<file path="src/design/grid_cell_tangent_vertex_generator_defines.svh">
// ----------------------------------------------------------------------------
// Grid cell tangent vertex generator assertion macros
// Shared concurrent assertion forms, clocked on clk and held off during reset.
// ----------------------------------------------------------------------------
`ifndef GRID_CELL_TANGENT_VERTEX_GENERATOR_DEFINES_SVH
`define GRID_CELL_TANGENT_VERTEX_GENERATOR_DEFINES_SVH

// same-cycle implication
`define GCTV_ASSERT_IMPL(lbl, ante, cons, msg) \
	lbl: assert property (@(posedge clk) disable iff (!arst_n) (ante) |-> (cons)) \
		else $error(msg);

// next-cycle implication
`define GCTV_ASSERT_NEXT(lbl, ante, cons, msg) \
	lbl: assert property (@(posedge clk) disable iff (!arst_n) (ante) |=> (cons)) \
		else $error(msg);

`endif

</file>
<file path="src/design/gctv_pkg.sv">
// ----------------------------------------------------------------------------
// Grid cell tangent vertex generator package
// Beat types, register indexes, divider widths and corner tables.
// ----------------------------------------------------------------------------
`default_nettype none

package gctv_pkg;

	// register indexes (byte address / 4)
	localparam logic [1:0] REG_GRID_PARTS  = 2'd0;
	localparam logic [1:0] REG_TEX_SCALE_U = 2'd1;
	localparam logic [1:0] REG_TEX_SCALE_V = 2'd2;

	// position divider: (idx*8192 + P) / (2P)
	localparam int POS_NW  = 22;
	localparam int POS_DW  = 10;
	// tangent divider: (8192*|dx| + |du|) / (2|du|)
	localparam int TAN_NW  = 30;
	localparam int TAN_DW  = 25;
	localparam int DIV_BPS = 2;
	localparam int POS_LAT = POS_NW / DIV_BPS;
	localparam int TAN_LAT = TAN_NW / DIV_BPS;

	localparam logic [2:0] CORNER_FIRST = 3'd0;
	localparam logic [2:0] CORNER_LAST  = 3'd5;

	typedef struct packed {
		logic [7:0] cell_col;
		logic [7:0] cell_row;
	} cell_t;

	typedef struct packed {
		logic signed [15:0] pos_x;
		logic signed [15:0] pos_y;
		logic signed [23:0] tex_u;
		logic signed [23:0] tex_v;
		logic signed [23:0] tangent_x;
		logic signed [23:0] tangent_y;
		logic signed [23:0] tangent_z;
		logic signed [23:0] bitangent_x;
		logic signed [23:0] bitangent_y;
		logic signed [23:0] bitangent_z;
		logic [2:0]         corner;
		logic               last;
	} vert_t;

	// queue entry: classified cell ready for the back end
	typedef struct packed {
		logic [POS_NW-1:0]  num_x0;
		logic [POS_NW-1:0]  num_x1;
		logic [POS_NW-1:0]  num_y0;
		logic [POS_NW-1:0]  num_y1;
		logic [POS_DW-1:0]  den;
		logic signed [15:0] scale_u;
		logic signed [15:0] scale_v;
	} cell_item_t;

	// corner uses the far column (x1)
	function automatic logic corner_hi_x(input logic [2:0] c);
		logic r;
		case (c)
			3'd0: r = 1'b0;
			3'd1: r = 1'b1;
			3'd2: r = 1'b1;
			3'd3: r = 1'b1;
			3'd4: r = 1'b0;
			3'd5: r = 1'b0;
			default: r = 1'b0;
		endcase
		return r;
	endfunction

	// corner uses the far row (y1)
	function automatic logic corner_hi_y(input logic [2:0] c);
		logic r;
		case (c)
			3'd0: r = 1'b0;
			3'd1: r = 1'b1;
			3'd2: r = 1'b0;
			3'd3: r = 1'b1;
			3'd4: r = 1'b0;
			3'd5: r = 1'b1;
			default: r = 1'b0;
		endcase
		return r;
	endfunction

endpackage

`default_nettype wire

</file>
<file path="src/design/gctv_front.sv">
// ----------------------------------------------------------------------------
// Front end
// Accept cell beats, clamp the part count and form the divider operands.
// ----------------------------------------------------------------------------
`default_nettype none

module gctv_front #(
	parameter int MAX_PARTS = 256
) (
	input  wire logic                 cell_valid,
	output logic                      cell_stall,
	input  wire gctv_pkg::cell_t      cell_data,
	input  wire logic [8:0]           grid_parts,
	input  wire logic signed [15:0]   scale_u,
	input  wire logic signed [15:0]   scale_v,
	input  wire logic                 q_full,
	output logic                      push,
	output gctv_pkg::cell_item_t      item
);

	localparam int PCAP = (MAX_PARTS < 511) ? MAX_PARTS : 511;

	logic [8:0] p_eff;

	// offset numerator for index idx: idx*8192 + P
	function automatic logic [gctv_pkg::POS_NW-1:0] pos_num(input logic [8:0] idx,
			input logic [8:0] p);
		return {idx, 13'b0} + {13'b0, p};
	endfunction

	// clamp part count into 1..PCAP (MAX_PARTS, capped at 511)
	always_comb begin
		if (grid_parts == 9'd0) begin
			p_eff = 9'd1;
		end else if (grid_parts > 9'(PCAP)) begin
			p_eff = 9'(PCAP);
		end else begin
			p_eff = grid_parts;
		end
	end

	// build queue entry
	always_comb begin
		item.num_x0  = pos_num({1'b0, cell_data.cell_col}, p_eff);
		item.num_x1  = pos_num({1'b0, cell_data.cell_col} + 9'd1, p_eff);
		item.num_y0  = pos_num({1'b0, cell_data.cell_row}, p_eff);
		item.num_y1  = pos_num({1'b0, cell_data.cell_row} + 9'd1, p_eff);
		item.den     = {p_eff, 1'b0};
		item.scale_u = scale_u;
		item.scale_v = scale_v;
	end

	assign cell_stall = q_full;
	assign push       = cell_valid && !q_full;

endmodule

`default_nettype wire

</file>
<file path="config.mk">
export PLATFORM = sky130hd
export DESIGN_NAME = gctv_front
export DESIGN_NICKNAME = d
export VERILOG_FILES = /design/src/design/grid_cell_tangent_vertex_generator_defines.svh /design/src/design/gctv_pkg.sv /design/src/design/gctv_front.sv
export SDC_FILE = /design/constraint.sdc
export NUM_CORES = 1
export LEC_CHECK = 0
export BUFFER_PORTS_ARGS = -buffer_cell sky130_fd_sc_hd__buf_4
export CORE_MARGIN = 8
export CORE_UTILIZATION = 29
export DETAILED_ROUTE_END_ITERATION = 10
export MAX_ROUTING_LAYER = met4
export PLACE_DENSITY = 0.94
export SYNTH_ARGS = -nofsm -noshare
export SYNTH_HDL_FRONTEND = slang
export SYNTH_SLANG_ARGS = --single-unit
</file>
<file path="constraint.sdc">
create_clock -name vclk -period 1.45
set_clock_uncertainty 0.2 [all_clocks]
set_input_delay 0.29 -clock vclk [all_inputs]
set_output_delay 0.29 -clock vclk [all_outputs]
set_load 0.02 [all_outputs]
</file>
== Word-level counts from Yosys, hierarchy flattened ==
Cells that the tools add are included.
Word-level totals
  output and inout bits: 132
  input port bits: 59
  logic and storage cells: 12
  flip-flop bits (word level): 0
Operators by class
  reductions and logical operators: 3
  order comparisons: 1
  add/subtract/negate cells: 6
  multiplexer cells: 2
Operator list (number)
  $add A21 B9 Y22: 2
  $add A22 B9 Y22: 2
  $add A8 B1 Y9 const B: 2
  $mux W9: 2
  $gt A9 B9 Y1 const B: 1
  $logic_not A9 Y1: 1
  $logic_and A1 B1 Y1: 1
  $logic_not A1 Y1: 1

== Logic depth before layout (Yosys ltp) ==
  depth after elaboration: 4
  depth in mapped cells: 4
  mapped depth without buffers: 3

== Least setup slack after synthesis ==
OpenSTA, ideal clock, no wires.
  path type: input-to-output
  from: in grid_parts[4]
  to: out item[108] (netlist bit)
  data arrival time: 1277 ps
  data required time: 960 ps
  path buffers: 1
  setup slack: -317 ps
  cell stages on the path: 4
  path through: nor4_1 > a21oi_1 > nor2_1 > buf_4
RTL lines
  start: declaration: line gctv_front.sv:13  | input wire logic [8:0] grid_parts,
  end: declaration: line gctv_front.sv:18  | output gctv_pkg::cell_item_t item

==> results.cfg <==
[status]
status = finished with violations
violations = setup timing

[critical_path]
setup.worst_path.start_class = input pin
required_ns = 0.96
cp-end-kind = primary output
cp_max_fo = 5
arrival_ns = 1.06
crit_type = in2out

[die]
io_pins = 191
die_x_um = 77.6
row_count = 22
coreArea_sq_um = 3660
die_area_sq_um = 6020
start_util_pct = 30.1
die_h_um = 77.6

[global_route]
use_met3_pct = 3.80
track_usage_pct = 10.7
busiest_layer = met2
grt_start_max_net_pins = 14
antenna_found_initial = 0
grt_overflow = 0
first_global_vias = 1068
grt_first_pass_wirelength_mm = 5.40
met1_usage_pct = 8.95
use_met2_pct = 21.5

[routing]
ant_nets = 0
viasPerCell = 4.02
wirelength_mm = 3.76
vias = 936
wl_per_cell_um = 16.2
dr.pass1.iters = 2
first_iter_violations = 10
drcViolationCount = 0

[synth]
synthMuxAreaShare_pct = 0
synth_top_family_by_area = buffers and inverters
synthAdderAreaFrac_pct = 2.27
syn_inst = 151
synth-compound-area-share_pct = 0.455
ys_seq_area_share_pct = 0
synth_xor_area_share_pct = 9.55
ys_warn_count = 0
netlist_area_sq_um = 1100
synth-simple-area-share_pct = 15.5
avgSynthCellArea_sq_um = 7.29
synth.distinct_cells = 19

[power_and_ir_drop]
p_sw_w = 0.000375
p_leak_nw = 0.880
clkPwrFrac_pct = 0
p_int_w = 0.000296
combPwrFrac_pct = 100.0
p_sw_share_pct = 55.9
seqPwrFrac_pct = 0
p_total_w = 0.000670
p_per_area_nw_per_um2 = 401
ir_drop_v = 0.000233

[finish]
final_cell_mix = 102 x buf_4, 19 x conb_1, 15 x buf_6
fin_nets = 248
final_common_cell = buf_4
utilization_pct = 45.7
drive_above_1_share_pct = 83.8
antenna_cells = 0
seq_area_sq_um = 0
area_delta_synth_final_pct = 51.8
fillers = 342
clockBufferCount = 0
multiInputGateArea_sq_um = 609
n_sequential_cell = 0

[hold_path]
holdPathEnd = item[13]
min_path_cells = 0
min_path_type = in2out
min_from = scale_v[13]

[sta]
fmax_mhz = 644
fin_setup_tns_ns = -0.663
fin_ws_ns = -0.102
period_needed_ns = 1.55
slew_violations = 0
layout_worst_path_cycle_share_pct = 107
rsz0062_at_grt = true
hold_violations = 0
finalSetupViolations = 10

[placed_design]
dp_hpwl_mm = 3.23
io_buffers = 108
gp_congestion = 0.859

[clock_tree]
ctsHoldBuffers = 0

[flow_run]
drv_cap = 0
-- power by group through the flow --
| stage | Sequential (W) | Combinational [W] | Clock [W] |
|---|---|---|---|
| after CTS | 0 | 0.000647 | 0 |
| after global routing | 0 | 0.000706 | 0 |
| after floorplan | 0 | 0.000561 | 0 |
| after global placement | 0 | 0.000599 | 0 |
| after detailed placement | 0 | 0.000609 | 0 |
| final | 0 | 0.000670 | 0 |
-- per-stage QoR --
stage / std cells / hold WS, ns / setup WS, ns / instance area [sq um]
2_1_floorplan: 169 / 0.423 / -0.0599 / 1240
3_3_place_gp: 232 / 0.380 / -0.184 / 1410
3_5_place_dp: 232 / 0.380 / -0.162 / 1410
4_1_cts: 233 / 0.380 / -0.112 / 1570
5_1_grt: 233 / 0.380 / -0.145 / 1670
6_report: 233 / 0.380 / -0.102 / 1670
-- synthesized netlist by cell type --
cell | number | area (sq um)
a21oi_1 | 1 | 5.00
xor2_1 | 2 | 17.5
nand3_1 | 8 | 40.0
nand2_1 | 2 | 7.51
nor4_1 | 1 | 6.26
and4_2 | 1 | 10.0
buf_4 | 104 | 781
nor2_1 | 2 | 7.51
nor3_1 | 1 | 5.00
xnor2_1 | 10 | 87.6
inv_1 | 2 | 7.51
clkbuf_1 | 1 | 3.75
nand4_2 | 1 | 12.5
and3_1 | 2 | 12.5
ha_1 | 2 | 25.0
and4_4 | 1 | 11.3
nor2b_1 | 8 | 50.1
and3_2 | 1 | 7.51
conb_1 | 1 | 3.75
-- kinds of logic after synthesis --
group,count (synthesis)
other,1
xor gates and xnor gates,12
adders and majority gates,2
and+or+nand+nor,28
buffers and inverters,107
AOI/OAI and AO/OA,1
-- layer usage --
metal / share of wire, % / wire length, um
met5: 0 / 0
met4: 2.1 / 78
met3: 10 / 380
met2: 58 / 2170
met1: 30 / 1130
-- area by class of cell --
class / count / share of cell area [%]
inverter: 2 / 0.449
multi-input combinational: 62 / 36.5
tap: 48 / 3.59
timing repair buffer: 121 / 59.5
-- timing repair --
item | in CTS | in global routing
buffers inserted | 1 | 2
endpoints found under the setup margin | 16 | 16
pin swaps | 14 | 17
resized for setup | 32 | 20
-- critical path, cell delays in order --
cell and delay (ns):
buf_6 0.10, nor4_4 0.27, a21oi_2 0.10, nor2_4 0.14, buf_4 0.16
-- worst max path at each step --
stage / depth (start not counted) / endpoint / start
after global placement: 5 / item[108] / grid_parts[1]
after CTS: 5 / item[86] / grid_parts[4]
after global routing: 5 / item[86] / grid_parts[4]
after detailed placement: 5 / item[86] / grid_parts[1]
after floorplan: 4 / item[108] / grid_parts[4]
final: 5 / item[86] / grid_parts[4]
Power figures use the tool's default switching activity.
