==> src/design/grid_cell_tangent_vertex_generator_defines.svh <==
// ----------------------------------------------------------------------------
// Grid cell tangent vertex generator assertion macros
// Shared concurrent assertion forms, clocked on clk and held off during reset.
// ----------------------------------------------------------------------------
`ifndef GRID_CELL_TANGENT_VERTEX_GENERATOR_DEFINES_SVH
`define GRID_CELL_TANGENT_VERTEX_GENERATOR_DEFINES_SVH

// same-cycle implication
`define GCTV_ASSERT_IMPL(lbl, ante, cons, msg) \
	lbl: assert property (@(posedge clk) disable iff (!arst_n) (ante) |-> (cons)) \
		else $error(msg);

// next-cycle implication
`define GCTV_ASSERT_NEXT(lbl, ante, cons, msg) \
	lbl: assert property (@(posedge clk) disable iff (!arst_n) (ante) |=> (cons)) \
		else $error(msg);

`endif

==> src/design/gctv_pkg.sv <==
// ----------------------------------------------------------------------------
// Grid cell tangent vertex generator package
// Beat types, register indexes, divider widths and corner tables.
// ----------------------------------------------------------------------------
`default_nettype none

package gctv_pkg;

	// register indexes (byte address / 4)
	localparam logic [1:0] REG_GRID_PARTS  = 2'd0;
	localparam logic [1:0] REG_TEX_SCALE_U = 2'd1;
	localparam logic [1:0] REG_TEX_SCALE_V = 2'd2;

	// position divider: (idx*8192 + P) / (2P)
	localparam int POS_NW  = 22;
	localparam int POS_DW  = 10;
	// tangent divider: (8192*|dx| + |du|) / (2|du|)
	localparam int TAN_NW  = 30;
	localparam int TAN_DW  = 25;
	localparam int DIV_BPS = 2;
	localparam int POS_LAT = POS_NW / DIV_BPS;
	localparam int TAN_LAT = TAN_NW / DIV_BPS;

	localparam logic [2:0] CORNER_FIRST = 3'd0;
	localparam logic [2:0] CORNER_LAST  = 3'd5;

	typedef struct packed {
		logic [7:0] cell_col;
		logic [7:0] cell_row;
	} cell_t;

	typedef struct packed {
		logic signed [15:0] pos_x;
		logic signed [15:0] pos_y;
		logic signed [23:0] tex_u;
		logic signed [23:0] tex_v;
		logic signed [23:0] tangent_x;
		logic signed [23:0] tangent_y;
		logic signed [23:0] tangent_z;
		logic signed [23:0] bitangent_x;
		logic signed [23:0] bitangent_y;
		logic signed [23:0] bitangent_z;
		logic [2:0]         corner;
		logic               last;
	} vert_t;

	// queue entry: classified cell ready for the back end
	typedef struct packed {
		logic [POS_NW-1:0]  num_x0;
		logic [POS_NW-1:0]  num_x1;
		logic [POS_NW-1:0]  num_y0;
		logic [POS_NW-1:0]  num_y1;
		logic [POS_DW-1:0]  den;
		logic signed [15:0] scale_u;
		logic signed [15:0] scale_v;
	} cell_item_t;

	// corner uses the far column (x1)
	function automatic logic corner_hi_x(input logic [2:0] c);
		logic r;
		case (c)
			3'd0: r = 1'b0;
			3'd1: r = 1'b1;
			3'd2: r = 1'b1;
			3'd3: r = 1'b1;
			3'd4: r = 1'b0;
			3'd5: r = 1'b0;
			default: r = 1'b0;
		endcase
		return r;
	endfunction

	// corner uses the far row (y1)
	function automatic logic corner_hi_y(input logic [2:0] c);
		logic r;
		case (c)
			3'd0: r = 1'b0;
			3'd1: r = 1'b1;
			3'd2: r = 1'b0;
			3'd3: r = 1'b1;
			3'd4: r = 1'b0;
			3'd5: r = 1'b1;
			default: r = 1'b0;
		endcase
		return r;
	endfunction

endpackage

`default_nettype wire

==> src/design/gctv_fifo.sv <==
// ----------------------------------------------------------------------------
// Cell queue
// Small register queue between the front end and the back end.
// ----------------------------------------------------------------------------
`default_nettype none

module gctv_fifo #(
	parameter int DEPTH = 2
) (
	input  wire logic                 clk,
	input  wire logic                 arst_n,
	input  wire logic                 push,
	input  wire gctv_pkg::cell_item_t din,
	input  wire logic                 pop,
	output gctv_pkg::cell_item_t      dout,
	output logic                      not_empty,
	output logic                      full
);

	localparam int AW = $clog2(DEPTH);
	localparam int CW = $clog2(DEPTH + 1);

	gctv_pkg::cell_item_t mem_q [DEPTH];
	logic [AW-1:0] wr_ptr_q;
	logic [AW-1:0] rd_ptr_q;
	logic [CW-1:0] count_q;

	assign not_empty = (count_q != '0);
	assign full      = (count_q == CW'(DEPTH));
	assign dout      = mem_q[rd_ptr_q];

	// advance pointers and fill count
	always_ff @(posedge clk or negedge arst_n) begin
		if (!arst_n) begin
			wr_ptr_q <= '0;
			rd_ptr_q <= '0;
			count_q  <= '0;
		end else begin
			if (push) begin
				wr_ptr_q <= (wr_ptr_q == AW'(DEPTH - 1)) ? '0 : wr_ptr_q + 1'b1;
			end
			if (pop) begin
				rd_ptr_q <= (rd_ptr_q == AW'(DEPTH - 1)) ? '0 : rd_ptr_q + 1'b1;
			end
			if (push && !pop) begin
				count_q <= count_q + 1'b1;
			end else if (pop && !push) begin
				count_q <= count_q - 1'b1;
			end
		end
	end

	// write entry
	always_ff @(posedge clk) begin
		if (push) begin
			mem_q[wr_ptr_q] <= din;
		end
	end

endmodule

`default_nettype wire

==> config.mk <==
export PLATFORM = sky130hd
export DESIGN_NAME = gctv_fifo
export DESIGN_NICKNAME = d
export VERILOG_FILES = /design/src/design/grid_cell_tangent_vertex_generator_defines.svh /design/src/design/gctv_pkg.sv /design/src/design/gctv_fifo.sv
export SDC_FILE = /design/constraint.sdc
export NUM_CORES = 1
export LEC_CHECK = 0
export ABC_AREA = 1
export BUFFER_PORTS_ARGS = -buffer_cell sky130_fd_sc_hd__clkbuf_2
export CAP_MARGIN = 20
export CORE_ASPECT_RATIO = 0.8
export CORE_MARGIN = 5
export CORE_UTILIZATION = 50
export CTS_CLUSTER_DIAMETER = 80
export DETAILED_ROUTE_END_ITERATION = 8
export HOLD_SLACK_MARGIN = 0.03
export PLACE_DENSITY = 0.88
export SYNTH_ARGS = -nofsm -noshare
export SYNTH_HDL_FRONTEND = slang
export SYNTH_SLANG_ARGS = --single-unit
==> constraint.sdc <==
create_clock -name clk -period 19.1 [get_ports clk]
set_clock_uncertainty 0.15 [all_clocks]
set_input_delay 0.955 -clock clk [delete_from_list [all_inputs] [get_ports clk]]
set_output_delay 0.955 -clock clk [all_outputs]
set_load 0.02 [all_outputs]
; ---- Word-level counts from Yosys, hierarchy flattened
; Memories as Yosys holds them, arrays and structs flattened.
; Cells that the tools add are included.
[classes]
add_sub_neg = 4
n_mul = 0
n_div = 0
order_cmp = 0
eq_ne = 1
shift = 0
n_mux = 6
n_bitwise = 0
n_reduce_logical = 6
[ops]
columns = operator, n
row1 = $mux 1, 4
row2 = $mux 2, 2
row3 = $reduce_bool 2->1, 2
row4 = $add 1x1->1 const B, 2
row5 = $add 2x1->2 const B, 1
row6 = $eq 2x2->1 const B, 1
row7 = $logic_and 1x1->1, 2
row8 = $logic_not 1->1, 2
row9 = $sub 2x1->2 const B, 1
[totals]
regBits = 4
latch_bits = 0
mem_bits_rw = 260
romBits = 0
in_bits = 134
output_inout_bits = 132
elab_cells = 21
n_memories = 1
[mem_list]
columns = memory, depth, width, read_ports, rd_ports_with_merged_regs, wr, line
row1 = mem_q, 2, 130, 1, 0, 1, gctv_fifo.sv:23  ; gctv_pkg::cell_item_t mem_q [DEPTH];

; ---- Logic depth before layout (Yosys ltp)
; Gate-level depths: netlist of run 1.
[logic_depth]
ltp_word = 4
mapped_depth = 7
ltp_nobuf = 7

; ---- Worst setup path after synthesis of run 1
; Ideal clock, no wire load.
[synth_timing]
path_kind = input port to flip-flop
startpoint = input port push
endpoint = memory mem_q[0][0] (netlist name) (enable)
setup_time_ns = 0.624
t_arrival_ns = 6.432
t_required_ns = 18.326
slack_ns = 11.893
stages = 2
n_path_buf = 0
cell_sequence = inv_1 -> nor2_1
[synth_via]
elab_chain_cells = 2
[synth_lines]
columns = element, line
row1 = "start, declared", gctv_fifo.sv:12  ; input wire logic push,
row2 = $mux 1, gctv_fifo.sv:55  ; if (push) begin
row3 = $mux 1 (not written as such), gctv_fifo.sv:56  ; mem_q[wr_ptr_q] <= din;
row4 = "end, declared", gctv_fifo.sv:23
; No other way between the ends.

==> results of run 1 <==
[final timing paths]
kind / startpoint / end
max in group asynchronous: arst_n / rd_ptr_q
worst max register to register: wr_ptr_q / mem_q[0][10]
worst max-delay path: rd_ptr_q / dout[120]
min in group clk: count_q[1] / count_q[1]
worst min-delay path: arst_n / wr_ptr_q
worst min register to register: count_q[1] / count_q[1]
[stage by stage]
| step | setup WS (ns) | area, µm² | utilization, % | hold slack (ns) |
|---|---|---|---|---|
| after CTS | 15.42 | 12340 | 62.71 | 0.08072 |
| after floorplan | 11.89 | 9963 | - | 0.2917 |
| after detailed placement | 15.70 | 11530 | 58.56 | 0.3451 |
| after global routing | 15.35 | 12350 | 62.72 | 0.07943 |
| after global placement | 15.76 | 11530 | 58.56 | 0.3068 |
| final | 15.47 | 12350 | 62.72 | 0.1010 |
[routing by layer]
layer / track usage, % / up-vias
met1: 19.63 / 2391
met5: 0 / -
met3: 4.448 / 46
met2: 27.32 / 202
met4: 6.084 / 0
li1: - / 2265
[kinds of logic (layout without fill, tap and decap cells)]
kind of cell	count (synthesis)	after routing	synth area share (%)
adders and majority gates	1	1	0.1256
DFF	264	264	79.37
and+or+nand+nor	10	10	0.4144
xor gates and xnor gates	3	3	0.2638
buffers and inverters	22	322	1.746
other	0	1	0
muxes	130	130	18.08
[cells in the final DEF (no fill, tap or decap), drive strengths merged]
master	count
xor2	2
mux2	130
buf	5
ha	1
dfrtp	4
nor2	2
xnor2	1
clkbuf	306
diode	1
edfxtp	260
inv	8
nand2	6
nand4	1
clkinv	2
nand3	1
bufinv	1
[power breakdown]
group | switching, mW | total, mW | internal [mW]
Combinational | 0.381 | 0.654 | 0.273
Sequential | 0.0343 | 0.805 | 0.771
Clock | 0.193 | 0.481 | 0.288
[area by class of cell]
| class | instances | share of cell area, % |
|---|---|---|
| sequential | 264 | 64.08 |
| multi-input combinational | 144 | 15.30 |
| timing repair buffer | 270 | 11.05 |
| clock buffer | 41 | 6.223 |
| tap | 264 | 2.676 |
| clock inverter | 4 | 0.3953 |
| inverter | 7 | 0.2534 |
| antenna | 1 | 0.02027 |
[sequential cells by signal, indices dropped and copies added (netlist names)]
register and flops:
count_q 2, wr_ptr_q 1, mem_q 260, rd_ptr_q 1
[worst max-delay path, stage by stage, from the launching register on]
cell,delay [ns]
sky130_fd_sc_hd__dfrtp_4,0.55
sky130_fd_sc_hd__buf_4,0.83
sky130_fd_sc_hd__mux2_2,0.42
sky130_fd_sc_hd__clkbuf_2,0.16
==> key figures, run 1 <==
Run status
  • Outcome: finished clean

Power and ir drop
  • Worst IR drop on VDD: 0.1205 mV
  • Cell leakage power: 4.981 nW
  • Power after layout: 1.940 mW
  • P per Cell Area: 157.2 nW/µm²

Worst setup path
  • Data required time at the worst endpoint: 18.00 ns
  • Worst setup SP type: register
  • Arrival time of the worst setup path: 2.52 ns
  • Worst reg2reg path depth: 3
  • Worst Setup End Kind: output port
  • Critical path type: reg -> out
  • Reg-to-reg slack, setup: 16.41 ns
  • Max FO, Critical Path: 58

Timing
  • Setup violations, final: 0
  • Final hold violations: 0
  • Slew at the pin with the worst max-slew slack: 1.081 ns
  • Number of max-slew violations in the final report: 0
  • Final-layout setup total negative slack: 0 ns
  • Share of the clock period used by the worst path: 19.00%
  • Highest attainable clock frequency: 275.6 MHz
  • Setup repair after global routing missed its margin: no
  • Headroom to the max-slew limit: 27.96%
  • Minimum period implied by the final worst setup slack: 3.629 ns

Place
  • Final weighted congestion in routability-driven placement: 0.7509
  • Sum of net half-perimeters after detailed placement: 12,890 µm
  • PortBufs: 265
  • Cell total after placement: 949

GRT
  • Total Routing Usage GR: 16.00%
  • Initial antenna violation count: 1
  • Vias in the first global route: 5,327
  • Pin count of the biggest net entering global routing: 69
  • First-pass GRT wire length: 28,570 µm
  • Aggregate global routing overflow: 0

Route
  • Detailed Routing Iterations Pass 1: 4
  • Initial DRC count: 373
  • Wl on met1: 7412 µm
  • Routed met2 length: 9420 µm
  • Average detailed-routed wire length per instance: 19.06 µm
  • Number of routed nets with antenna violations: 0
  • Post-detailed-route DRC marker count: 0
  • Via count of the routed design: 4,904
  • Vias per cell: 4.929
  • Routed length on met3: 1413 µm
  • Aggregate routed wire length: 18,970 µm
  • Highest layer used for signal routing: met4

CTS
  • TritonCTS buffer count: 26
  • Number of buffers inserted for hold repair after clock tree synthesis: 0
  • Clk slew on worst S/H paths: 0.06 ns
  • CTS Sinks: 264
  • CTS H-tree lvls: 1
  • Clock network latency to the later pin of the worst-skew pair: 0.51 ns
  • Total of cells resized after clock tree synthesis: 0
  • TritonCTS clock tree: built
  • CTS Root Buffer Type: sky130_fd_sc_hd__clkbuf_16
  • # Post-CTS Setup Buffers: 0
  • Clk buf depth: 3

Logic synthesis
  • Area of the mapped netlist: 9963 µm²
  • Mean area per synthesized cell: 23.17 µm²
  • Synth area leaders: sky130_fd_sc_hd__edfxtp_1 78%, sky130_fd_sc_hd__mux2_4 14%, sky130_fd_sc_hd__mux2_2 4.5%
  • Library cells used by synthesis: 15
  • Leading cell type by number of instances after synthesis: sky130_fd_sc_hd__edfxtp_1
  • Share of flip-flops with an asynchronous set or reset after synthesis: 1.515%
  • Post-synthesis sequential element count: 264
  • Yosys top cell area share: 78.36%
  • Cell count after synthesis: 430
  • Yosys warns: 0
  • Sequential fraction of the synthesis area: 79.37%
  • Nets in the synthesized netlist: 565
  • Number of enable flip-flop cells after synthesis: 260
  • Library cell occupying the most area in the post-synthesis netlist: sky130_fd_sc_hd__edfxtp_1
  • Commonest cells in the synthesized netlist: 260 x sky130_fd_sc_hd__edfxtp_1, 90 x sky130_fd_sc_hd__mux2_4, 40 x sky130_fd_sc_hd__mux2_2
  • Dominant synthesized flop cell: sky130_fd_sc_hd__edfxtp_1

Die
  • Chip Height: 136.3 µm
  • Placeable core area: 19,680 µm²
  • I/O pins: 266
  • Die width: 167.8 µm
  • Initial standard-cell utilization of the core: 50.62%
  • Count of standard-cell rows: 46
  • Die outline area: 22,870 µm²

Final layout
  • Multi-input gate area in the final layout: 1889 µm²
  • Area delta synth->final: 23.91%
  • Number of filler cells placed in the layout: 1,392
  • Fraction of layout cells with a size suffix above 1: 59.73%
  • Post-layout instance count excluding filler cells: 995
  • Net total in the final layout: 848
  • Area used by sequential logic in the layout: 7911 µm²

Worst hold path
  • Kind of path behind the tightest hold check: in -> async

Run
  • Number of max-capacitance violations reported: 0
(Power assumes the default switching activity.)
==> run 2, diff against run 1 <==
- ABC_AREA: 1 -> 0
- clock period: 19.1 -> 3.4 ns (I/O delays scaled with it)
==> run 2 against run 1 <==
  * Flip-flop and latch count is the same
  * Final cell count is 13% higher
  * Highest routed layer unchanged
  * Largest power group unchanged
  * Register-to-register slack lost 15 ns
==> key figures, run 2 <==
Timing
  • Share of the clock period used by the worst path: 80.83%
  • Final hold violations: 0 (unchanged)
  • Number of max-slew violations in the final report: 0 (unchanged)
  • Final-layout setup total negative slack: 0 ns (unchanged)
  • Setup violations, final: 0 (unchanged)
  • Slew at the pin with the worst max-slew slack: 0.9138 ns (-0.1668 ns)
  • Setup repair after global routing missed its margin: no
  • Highest attainable clock frequency: 363.9 MHz
  • Headroom to the max-slew limit: 39.08% (+11 points)
  • Hold slack: 0.2521 ns (+0.1511 ns)
  • Minimum period implied by the final worst setup slack: 2.748 ns

Final layout
  • Post-layout instance count excluding filler cells: 1,122 (+13%)
  • Multi-input gate area in the final layout: 1897 µm² (+0.40%)
  • Most used cells in the layout excluding fill and tap cells: 265 x sky130_fd_sc_hd__clkbuf_2, 260 x sky130_fd_sc_hd__edfxtp_1, 134 x sky130_fd_sc_hd__dlygate4sd3_1, 90 x sky130_fd_sc_hd__mux2_4, 40 x sky130_fd_sc_hd__mux2_2
  • Leading cell type in the layout, fill and taps excluded: sky130_fd_sc_hd__clkbuf_2
  • Flip-flop count of the largest register after layout: 260 (unchanged)
  • Number of filler cells placed in the layout: 1,226 (-12%)
  • Final core utilization: 69.36% (+6.6 points)
  • Registers with the most flip-flops: mem_q: 260 flops, count_q: 2 flops
  • Largest register by flop count: mem_q
  • Net total in the final layout: 975 (+15%)
  • Area used by sequential logic in the layout: 7911 µm² (unchanged)
  • Area delta synth->final: 37.28%
  • Fraction of layout cells with a size suffix above 1: 51.40% (-8.3 points)

Run status
  • Outcome: finished clean

Place
  • PortBufs: 265 (unchanged)
  • Cell total after placement: 943 (-0.63%)
  • Sum of net half-perimeters after detailed placement: 13,140 µm (+1.9%)
  • Final weighted congestion in routability-driven placement: 0.7706 (+2.6%)

Worst setup path
  • Critical path type: reg -> out
  • Max FO, Critical Path: 46 (-21%)
  • Arrival time of the worst setup path: 2.43 ns (-0.09 ns)
  • Worst setup SP type: register
  • Cell-by-cell listing of the critical path: buf_4 > mux2_2 > clkbuf_2
  • Delay of the slowest cell on the worst path: 0.96 ns (+0.13 ns)
  • Worst Setup End Kind: output port
  • Worst-path cell with the longest stage delay: sky130_fd_sc_hd__dfrtp_4
  • Data required time at the worst endpoint: 3.08 ns (-14.92 ns)

Route
  • Number of routed nets with antenna violations: 0 (unchanged)
  • Routed met2 length: 11,760 µm (+25%)
  • Detailed Routing Iterations Pass 1: 4 (unchanged)
  • Highest layer used for signal routing: met4
  • Wl on met1: 8581 µm (+16%)
  • Routed length on met3: 1666 µm (+18%)
  • Via count of the routed design: 5,589 (+14%)
  • Average detailed-routed wire length per instance: 20.02 µm (+5.0%)
  • Vias per cell: 4.981 (+1.1%)
  • Initial DRC count: 427 (+14%)
  • Aggregate routed wire length: 22,460 µm (+18%)
  • Post-detailed-route DRC marker count: 0 (unchanged)

Die
  • I/O pins: 266 (unchanged)
  • Placeable core area: 19,680 µm² (unchanged)
  • Count of standard-cell rows: 46 (unchanged)
  • Die outline area: 22,830 µm² (-0.17%)
  • Initial standard-cell utilization of the core: 50.53% (-0.089 points)
  • Die width: 167.7 µm (about the same)
  • Chip Height: 136.1 µm (about the same)

Logic synthesis
  • Share of flip-flops with an asynchronous set or reset after synthesis: 1.515% (unchanged)
  • Area share of and/or/nand/nor cells after synthesis: 0.2893% (-0.13 points)
  • Library cell occupying the most area in the post-synthesis netlist: sky130_fd_sc_hd__edfxtp_1
  • Complex-gate fraction of the synthesized area: 0% (unchanged)
  • Commonest cells in the synthesized netlist: 260 x sky130_fd_sc_hd__edfxtp_1, 90 x sky130_fd_sc_hd__mux2_4, 40 x sky130_fd_sc_hd__mux2_2
  • Dominant combinational cell family by area after synthesis: multiplexers
  • Number of enable flip-flop cells after synthesis: 260 (unchanged)
  • Synth Area in XOR/XNOR: 0.4403% (+0.18 points)
  • Dominant synthesized flop cell: sky130_fd_sc_hd__edfxtp_1
  • Yosys warns: 0 (unchanged)
  • Synth area leaders: sky130_fd_sc_hd__edfxtp_1 79%, sky130_fd_sc_hd__mux2_4 14%, sky130_fd_sc_hd__mux2_2 4.5%
  • Adder-cell share of the synthesized area: 0.1258% (+0.00022 points)
  • Mean area per synthesized cell: 23.62 µm² (+2.0%)
  • Mux cell area share after synthesis: 18.12% (+0.032 points)
  • Sequential fraction of the synthesis area: 79.51% (+0.14 points)
  • Library cells used by synthesis: 15 (unchanged)
  • Post-synthesis sequential element count: 264 (unchanged)
  • Area of the mapped netlist: 9946 µm² (-0.18%)
  • Yosys top cell area share: 78.50% (+0.14 points)
  • Nets in the synthesized netlist: 556 (-1.6%)
  • Leading cell type by number of instances after synthesis: sky130_fd_sc_hd__edfxtp_1
  • Cell count after synthesis: 421 (-2.1%)

GRT
  • First-pass GRT wire length: 34,240 µm (+20%)
  • Aggregate global routing overflow: 0 (unchanged)
  • Vias in the first global route: 6,103 (+15%)
  • Pin count of the biggest net entering global routing: 69 (unchanged)
  • Total Routing Usage GR: 19.21% (+3.2 points)
  • Initial antenna violation count: 2 (+1)

Power and ir drop
  • Cell leakage power: 5.516 nW (+11%)
  • Worst IR drop on VDD: 0.6426 mV (+430%)
  • P per Cell Area: 802.7 nW/µm² (+410%)

CTS
  • TritonCTS buffer count: 25 (-3.8%)
  • Total of cells resized after clock tree synthesis: 0 (unchanged)
  • TritonCTS clock tree: built
  • Clock network latency to the later pin of the worst-skew pair: 0.49 ns (-0.02 ns)
  • Number of buffers inserted for hold repair after clock tree synthesis: 134 (+134)
  • CTS Sinks: 264 (unchanged)
  • Clk slew on worst S/H paths: 0.06 ns (about the same)
  • # Post-CTS Setup Buffers: 0 (unchanged)
  • CTS Root Buffer Type: sky130_fd_sc_hd__clkbuf_16
  • CTS H-tree lvls: 1 (unchanged)
  • Clk buf depth: 3 (unchanged)

Worst hold path
  • Kind of path behind the tightest hold check: in -> reg

Run
  • Number of max-capacitance violations reported: 0 (unchanged)
## run 2: final timing paths
path	from	endpoint	slack [ns]	depth (start not counted)
min in group asynchronous	arst_n	count_q[1]	0.46	3
max in group asynchronous	arst_n	rd_ptr_q	2.44	3
setup / recovery	rd_ptr_q	dout[118]	0.65	3
hold reg to reg	count_q[1]	count_q[1]	0.34	1
setup reg to reg	wr_ptr_q	mem_q[1][12]	1.48	2
hold / removal	din[124]	mem_q[1][124]	0.25	2
## run 2: metal layers
| metal | up-vias | GRT usage [%] |
|---|---|---|
| met3 | 35 | 4.448 |
| li1 | 2519 | - |
| met1 | 2765 | 23.80 |
| met5 | - | 0 |
| met4 | 0 | 4.281 |
| met2 | 270 | 34.80 |
## run 2: critical path, delay by kind of cell, from the launching register on
kind / cells / cell delay (ns)
buffers and inverters: 2 / 0.57
DFF: 1 / 0.96
muxes: 1 / 0.38
## run 2: layout make-up
cell class	count	area share, %
flip-flops and latches	264	57.95
repair buffers	407	20.34
multi-input cells	141	13.89
clock buffers	26	4.610
well taps	264	2.419
clock inverters	17	0.7240
diodes	2	0.03666
inverters	1	0.02749
## run 2: where the power goes
group,switching (mW),internal [mW],total [mW]
clock,1.10,1.40,2.51
combinational,2.12,1.69,3.81
sequential,0.316,4.33,4.64
## run 2: kinds of logic (layout without fill, tap and decap cells)
logic type    after synthesis  in the layout
other cells                 0              2
fa+ha+maj                   1              1
flops                     264            264
buf+inv                    16            451
xor+xnor                    5              5
mux                       130            130
simple gates                5              5
## run 2: metrics by stage
step	setup slack [ns]	total power [mW]	area, µm²
detailed placement	1.184	8.343	11580
floorplan	0.4740	7.295	9955
global route	0.5410	11.41	13650
global placement	1.227	8.255	11580
finish	0.6519	10.96	13650
CTS	0.6374	10.97	13650
